### config.mk
export PLATFORM = sky130hd
export DESIGN_NAME = crt_table_count_sampler
export DESIGN_NICKNAME = d
export VERILOG_FILES = /design/src/hw/rtl/crt_pkg.sv /design/src/hw/rtl/crt_table_count_sampler.sv /design/src/hw/rtl/crt_ctrl.sv /design/src/hw/rtl/crt_dpath.sv
export SDC_FILE = /design/constraint.sdc
export NUM_CORES = 2
export LEC_CHECK = 0
export BUFFER_PORTS_ARGS = -buffer_cell sky130_fd_sc_hd__clkbuf_2
export CAP_MARGIN = 20
export CORE_AREA = 3 3 285 287
export DETAILED_ROUTE_END_ITERATION = 16
export DIE_AREA = 0 0 288 290
export PLACE_DENSITY = 0.77
export SYNTH_ARGS = -nofsm -noshare
export SYNTH_HDL_FRONTEND = slang
export SYNTH_SLANG_ARGS = --single-unit
### constraint.sdc
create_clock -name clk_i -period 23 [get_ports clk_i]
set_input_delay 3.45 -clock clk_i [delete_from_list [all_inputs] [get_ports clk_i]]
set_output_delay 3.45 -clock clk_i [all_outputs]
set_load 0.01 [all_outputs]
### src/hw/rtl/crt_pkg.sv
// shared types, constants and helper functions for the table count sampler
`timescale 1ns / 1ps
`default_nettype none

package crt_pkg;

  localparam int unsigned MAX_COUNT_DEF = 65535;
  localparam int unsigned CountW        = 16;
  localparam int unsigned ConcW         = 32;
  localparam int unsigned SumW          = 32;
  localparam int unsigned DataW         = 32;
  localparam int unsigned AddrW         = 3;

  // register index, taken from paddr[2]
  localparam logic REG_RNG_SEED = 1'b0;

  localparam logic [DataW-1:0] SEED_RESET = 32'd1;

  typedef struct packed {
    logic [CountW-1:0] count;
    logic [ConcW-1:0]  concentration;
    logic              last_in_column;
  } in_item_t;

  typedef struct packed {
    logic [SumW-1:0] column_sum;
    logic            saturated;
  } out_item_t;

  typedef struct packed {
    logic load_item;
    logic draw;
    logic load_out;
  } ctrl_cmd_t;

  typedef struct packed {
    logic all_issued;
    logic last;
  } ctrl_sts_t;

  function automatic logic [31:0] xorshift32(input logic [31:0] s);
    logic [31:0] x;
    x = s;
    x = x ^ (x << 13);
    x = x ^ (x >> 17);
    x = x ^ (x << 5);
    return x;
  endfunction

  // a zero seed would lock the generator at zero
  function automatic logic [31:0] seed_value(input logic [31:0] s);
    return (s == 32'd0) ? 32'd1 : s;
  endfunction

endpackage

`default_nettype wire

### src/hw/rtl/crt_table_count_sampler.sv
// top level of the table count sampler: register port, controller and datapath
//
// Input channel (in_valid_i / in_ready_o / in_item_i) takes one beat per
// matrix entry: a count, the column concentration r (unsigned Q16.16) and
// a last-of-column mark. Each count gives that many Bernoulli draws with
// probability r/(r+i); accepted draws add to a saturating column sum.
// Output channel (out_valid_o / out_ready_i / out_item_o) gives one beat
// per column, after the beat that carries the last-of-column mark.
// An item is taken only while the controller is in intake; it then issues
// the clipped count of draws, one per cycle through the shared 32x32
// multiplier, retires the final compare, passes a flush state and returns
// to intake, loading the result register on the way on a last item.
// A column's result is valid once its last beat has gone through these
// steps and the output register is free.
// The result sits in an output register: further items are taken while it
// waits, and only the next column's result waits for it to be taken.
// The seed register sits at address 0 of the APB port; writing it reloads
// the generator. Reset sets the seed and generator to 1, clears the column
// sum and flags, and empties the output register.

`timescale 1ns / 1ps
`default_nettype none

module crt_table_count_sampler
  import crt_pkg::*;
#(
  parameter int unsigned MAX_COUNT = MAX_COUNT_DEF
) (
  input  wire logic             clk_i,
  input  wire logic             rst_ni,
  input  wire logic             in_valid_i,
  output logic                  in_ready_o,
  input  wire in_item_t         in_item_i,
  output logic                  out_valid_o,
  input  wire logic             out_ready_i,
  output out_item_t             out_item_o,
  input  wire logic             psel,
  input  wire logic             penable,
  input  wire logic             pwrite,
  input  wire logic [AddrW-1:0] paddr,
  input  wire logic [DataW-1:0] pwdata,
  output logic [DataW-1:0]      prdata,
  output logic                  pready
);

  logic [DataW-1:0] seed_q;
  logic             seed_wr;
  ctrl_cmd_t        cmd;
  ctrl_sts_t        sts;

  assign pready  = 1'b1;
  assign seed_wr = psel && penable && pwrite && pready && (paddr[2] == REG_RNG_SEED);
  assign prdata  = (paddr[2] == REG_RNG_SEED) ? seed_q : '0;

  always_ff @(posedge clk_i or negedge rst_ni) begin
    if (!rst_ni) begin
      seed_q <= SEED_RESET;
    end else if (seed_wr) begin
      seed_q <= pwdata;
    end
  end

  crt_ctrl u_ctrl (
    .clk_i       (clk_i),
    .rst_ni      (rst_ni),
    .in_valid_i  (in_valid_i),
    .in_ready_o  (in_ready_o),
    .out_valid_o (out_valid_o),
    .out_ready_i (out_ready_i),
    .sts_i       (sts),
    .cmd_o       (cmd)
  );

  crt_dpath #(
    .MAX_COUNT (MAX_COUNT)
  ) u_dpath (
    .clk_i       (clk_i),
    .rst_ni      (rst_ni),
    .cmd_i       (cmd),
    .sts_o       (sts),
    .in_item_i   (in_item_i),
    .seed_load_i (seed_wr),
    .seed_i      (pwdata),
    .out_item_o  (out_item_o)
  );

endmodule

`default_nettype wire

### src/hw/rtl/crt_ctrl.sv
// controller state machine: item intake, draw issue, flush and result hand-off
`timescale 1ns / 1ps
`default_nettype none

module crt_ctrl
  import crt_pkg::*;
(
  input  wire logic      clk_i,
  input  wire logic      rst_ni,
  input  wire logic      in_valid_i,
  output logic           in_ready_o,
  output logic           out_valid_o,
  input  wire logic      out_ready_i,
  input  wire ctrl_sts_t sts_i,
  output ctrl_cmd_t      cmd_o
);

  localparam logic [1:0] S_IDLE  = 2'd0;
  localparam logic [1:0] S_DRAW  = 2'd1;
  localparam logic [1:0] S_FLUSH = 2'd2;
  localparam logic [1:0] S_OUT   = 2'd3;

  logic [1:0] state_q, state_d;
  logic       out_valid_q, out_valid_d;

  always_comb begin
    state_d    = state_q;
    cmd_o      = '0;
    in_ready_o = 1'b0;
    case (state_q)
      S_IDLE: begin
        in_ready_o = 1'b1;
        if (in_valid_i) begin
          cmd_o.load_item = 1'b1;
          state_d         = S_DRAW;
        end
      end
      S_DRAW: begin
        if (sts_i.all_issued) begin
          state_d = S_FLUSH;
        end else begin
          cmd_o.draw = 1'b1;
        end
      end
      // last compare retired in the cycle before, column sum has settled
      S_FLUSH: begin
        state_d = sts_i.last ? S_OUT : S_IDLE;
      end
      S_OUT: begin
        if (!out_valid_q || out_ready_i) begin
          cmd_o.load_out = 1'b1;
          state_d        = S_IDLE;
        end
      end
      default: begin
        state_d = S_IDLE;
      end
    endcase
  end

  always_comb begin
    out_valid_d = out_valid_q;
    if (cmd_o.load_out) begin
      out_valid_d = 1'b1;
    end else if (out_ready_i) begin
      out_valid_d = 1'b0;
    end
  end

  always_ff @(posedge clk_i or negedge rst_ni) begin
    if (!rst_ni) begin
      state_q     <= S_IDLE;
      out_valid_q <= 1'b0;
    end else begin
      state_q     <= state_d;
      out_valid_q <= out_valid_d;
    end
  end

  assign out_valid_o = out_valid_q;

endmodule

`default_nettype wire

### src/hw/rtl/crt_dpath.sv
// datapath: xorshift generator, two-stage draw test, column accumulator, result register
`timescale 1ns / 1ps
`default_nettype none

module crt_dpath
  import crt_pkg::*;
#(
  parameter int unsigned MAX_COUNT = MAX_COUNT_DEF
) (
  input  wire logic       clk_i,
  input  wire logic       rst_ni,
  input  wire ctrl_cmd_t  cmd_i,
  output ctrl_sts_t       sts_o,
  input  wire in_item_t   in_item_i,
  input  wire logic       seed_load_i,
  input  wire logic [31:0] seed_i,
  output out_item_t       out_item_o
);

  logic [CountW-1:0] count_q, idx_q;
  logic [ConcW-1:0]  conc_q;
  logic              last_q;
  logic [31:0]       rng_q;

  // stage one registers
  logic              v1_q;
  logic [63:0]       prod_q;
  logic [31:0]       u_q;
  logic              dh_q;

  logic [SumW-1:0]   sum_q;
  logic              sat_q;
  out_item_t         out_q;

  logic [CountW-1:0] count_clip;
  logic [31:0]       rng_next;
  logic [32:0]       denom;
  logic [32:0]       hi;
  logic              hit;

  assign count_clip = ({8'd0, in_item_i.count} > 24'(MAX_COUNT)) ?
                      CountW'(MAX_COUNT) : in_item_i.count;

  assign rng_next = xorshift32(rng_q);
  // r + i * 2^16, at most 33 bits
  assign denom    = {1'b0, conc_q} + {1'b0, idx_q, 16'd0};

  // u * d <= r * 2^32 with d split at bit 32
  assign hi  = {1'b0, prod_q[63:32]} + (dh_q ? {1'b0, u_q} : 33'd0);
  assign hit = (hi < {1'b0, conc_q}) ||
               ((hi == {1'b0, conc_q}) && (prod_q[31:0] == 32'd0));

  always_ff @(posedge clk_i or negedge rst_ni) begin
    if (!rst_ni) begin
      rng_q <= SEED_RESET;
      idx_q <= '0;
      v1_q  <= 1'b0;
      sum_q <= '0;
      sat_q <= 1'b0;
    end else begin
      if (seed_load_i) begin
        rng_q <= seed_value(seed_i);
      end else if (cmd_i.draw) begin
        rng_q <= rng_next;
      end
      if (cmd_i.load_item) begin
        idx_q <= '0;
      end else if (cmd_i.draw) begin
        idx_q <= idx_q + CountW'(1);
      end
      v1_q <= cmd_i.draw;
      if (cmd_i.load_out) begin
        sum_q <= '0;
        sat_q <= 1'b0;
      end else if (v1_q && hit) begin
        if (sum_q == '1) begin
          sat_q <= 1'b1;
        end else begin
          sum_q <= sum_q + SumW'(1);
          if (sum_q == {{(SumW-1){1'b1}}, 1'b0}) begin
            sat_q <= 1'b1;
          end
        end
      end
    end
  end

  always_ff @(posedge clk_i) begin
    if (cmd_i.load_item) begin
      count_q <= count_clip;
      conc_q  <= in_item_i.concentration;
      last_q  <= in_item_i.last_in_column;
    end
    if (cmd_i.draw) begin
      prod_q <= 64'(rng_next) * 64'(denom[31:0]);
      u_q    <= rng_next;
      dh_q   <= denom[32];
    end
    if (cmd_i.load_out) begin
      out_q.column_sum <= sum_q;
      out_q.saturated  <= sat_q;
    end
  end

  assign sts_o.all_issued = (idx_q == count_q);
  assign sts_o.last       = last_q;
  assign out_item_o       = out_q;

endmodule

`default_nettype wire

==> results.ini <==
[outcome]
run_status=finished clean

[synth]
yosys.area.top_type=fa_1
synth_xor_area_share_pct=4.40
yosysTopAreaCellShare_pct=38.1
yosysWarnings=0
synth_compound_area_share_pct=5.30
ys_seq_area_share_pct=17.6
synth_area_leaders=fa_1 (38%), edfxtp_1 (11%), ha_1 (9.2%)
synth_most_common_cell=inv_1
synth_fa_ha_area_share_pct=47.3
yosys.area_share.simple_pct=14.7
ys_ff_latch=296
mappedNetlistNets=6431
ys_async_sr_fraction_pct=39.5
syn_area_mm2=0.0471
ys_types=69
syn_avg_cell_area_um2=9.25
synthCells=5096
synth_ff_type=edfxtp_1
muxShareOfSynthArea_pct=0.340
synth_edf_count=179
yosys-top-cells-count=inv_1 (1,058), nand2_1 (933), fa_1 (898)
synth_top_family_by_area=adder cells

[worst_setup_path]
required_ns=23.34
cp-startpoint=u_dpath.idx_q[0]
rr_endpoint=u_dpath.prod_q[63]
r2r_slack_ns=11.97
crit_path_max_incr_delay_ns=0.60
cp-end-kind=flop
cp_data_arrival_time_ns=11.37
critical_path.max_fanout=17
crit_top_cell=fa_1
ff2ff_path_depth=35
crit_type=flop to flop
cp_slowest_cell=fa_1
startpoint_type=flop
reg2reg_from=u_dpath.idx_q[0]
cp-endpoint=u_dpath.prod_q[63]

[timing]
finalCriticalPeriod_ns=11.03
worst_slew_pin_slew_ns=1.33
period_share_pct=48.0
grt_setup_unrepaired=false
finalHoldViolations=0
fin_tns_setup_ns=0
slew_headroom_pct=11.2
fmax_mhz=90.6
clock_skew_ns=0.0678
report.final.slew_viol_count=0
setup_viol=0

[floorplan]
start_util_pct=59.8
die_h_um=290
core_mm2=0.0789
dieArea_mm2=0.0835
rows=103
ioPinCount=159
chipWidth_um=288

[route]
wl_per_cell_um=21.5
vias=36100
detail_route.first_pass.iterations=7
postRouteAntennaNets=0
drc=0
vias_per_cell=5.78
drtIter0Drc=3566
wirelength_um=134000

[global_route]
grt-ovfl-total=0
grt_pass1_vias=38400
grt_use_total_pct=33.5
grt_max_degree=83
grt-busiest-layer=met2
met3_usage_pct=7.08
antenna_found_initial=9
grt_use_met2_pct=53.0
grt_pass1_wl_um=214000
use_met1_pct=43.5

[clock_tree]
cts_tree=done
ctsResizeCount=0
cts_root_buffer=clkbuf_16
cts_buffers=37
cts_hold_buf=0
ctsLongestPathBuffers=3
cts.clk_slew.worst_paths_ns=0.08
clkLatencyLatePin_ns=0.61
cts_setup_buffers=0
cts.htree.levels=2
cts.sinks=296

[run]
drv_cap=0

[placement]
hpwl_um=101000
gp_congestion=0.964
numPortBuffers=155

[cells_and_area]
nets=6501
syn_to_final_growth_pct=7.48
drive_above_1_share_pct=7.20

[hold_path]
hold_class=flop to flop

worst max-delay path, delay by kind of cell (launching register included):
kind                     cells  cell delay [ns]
AO/OA/AOI/OAI               16             4.29
adder cells (fa/ha/maj)     11             5.00
XOR/XNOR                     2             0.24
flip-flops                   1             0.45
buffers and inverters        2             0.33
AND/OR/NAND/NOR              4             0.42
sequential cells by signal, summed over array words and instances, names as in the netlist:
| signal | count |
|---|---|
| u_dpath.idx_q | 16 |
| u_dpath.prod_q | 64 |
| u_dpath.u_q | 32 |
| u_ctrl.out_valid_o | 1 |
| u_dpath.last_q | 1 |
| u_ctrl.state_q | 2 |
| u_dpath.out_item_o | 33 |
| u_dpath.v1_q | 1 |
| u_dpath.rng_q | 32 |
| u_dpath.sat_q | 1 |
| u_dpath.sum_q | 32 |
| u_dpath.count_q | 16 |
| u_dpath.dh_q | 1 |
| u_dpath.conc_q | 32 |
| seed_q | 32 |
kinds of logic (layout without fill, tap and decap cells):
logic type | count (synthesis) | in the layout
multiplexers | 16 | 16
other | 1 | 3
buffers and inverters | 1293 | 1392
flip-flops | 296 | 296
adder cells (fa/ha/maj) | 1244 | 1244
AO/OA/AOI/OAI | 403 | 403
AND/OR/NAND/NOR | 1607 | 1607
XOR/XNOR | 236 | 236
per-layer routing:
layer	share of wire, %	wire length, um
met4	6.7	8930
met1	37	49300
met5	0.034	45
met2	46	61600
met3	11	14200
through the flow:
step	utilization [%]	hold WS (ns)	std cells	worst slack [ns]	area, um^2
final	64.3	0.459	6247	11.97	50700
after global routing	64.2	0.478	6246	11.61	50700
after floorplan	-	0.426	5096	13.63	47100
after global placement	62.6	0.440	6172	12.39	49400
after detailed placement	62.7	0.444	6175	12.31	49400
after CTS	64.2	0.459	6243	12.16	50600
worst min path at each step:
stage	slack, ns	from	cells after the start	endpoint
3_3_place_gp	0.44	u_dpath.sat_q	0	u_dpath.out_item_o[0]
4_1_cts	0.46	u_dpath.sat_q	0	u_dpath.out_item_o[0]
3_5_place_dp	0.44	u_dpath.sat_q	0	u_dpath.out_item_o[0]
5_1_grt	0.48	u_dpath.sat_q	0	u_dpath.out_item_o[0]
6_report	0.46	u_dpath.sat_q	0	u_dpath.out_item_o[0]
2_1_floorplan	0.43	u_dpath.sat_q	0	u_dpath.out_item_o[0]
final cells by class:
cell class,instances,area [um^2]
antenna,2,5.00
clock buffer,46,1010
clock inverter,22,206
fill,6357,28200
inverter,1068,4010
multi-input combinational,3507,34200
sequential,296,8310
tap,1050,1310
timing repair buffer,256,1590
layout by cell type (no fill, tap or decap), types with 4 or more instances in the layout:
cell,count
xnor2_2,16
a31oi_1,8
clkbuf_16,39
xor2_1,53
clkinv_1,9
nand3_1,38
edfxtp_1,179
clkbuf_2,154
o21a_1,18
nand2b_1,8
dfrtp_1,115
a21o_1,57
or3_1,17
inv_1,1058
and3_1,11
a21oi_1,127
clkinv_2,9
nand2_1,933
xor2_2,10
and2_1,138
nand4_1,42
and4_1,4
nor2b_1,53
nor3_1,23
o31ai_1,4
buf_4,97
o21ai_0,108
xnor2_1,154
o21ai_1,6
a211oi_1,13
fa_1,898
ha_1,346
nor4_1,20
o21bai_1,22
a21oi_2,4
clkbuf_1,6
mux2i_1,16
nor2_1,305
Power is left out: the tool's default activity adds up to more than one toggle a clock period on the data nets, which glitch-free logic cannot reach.
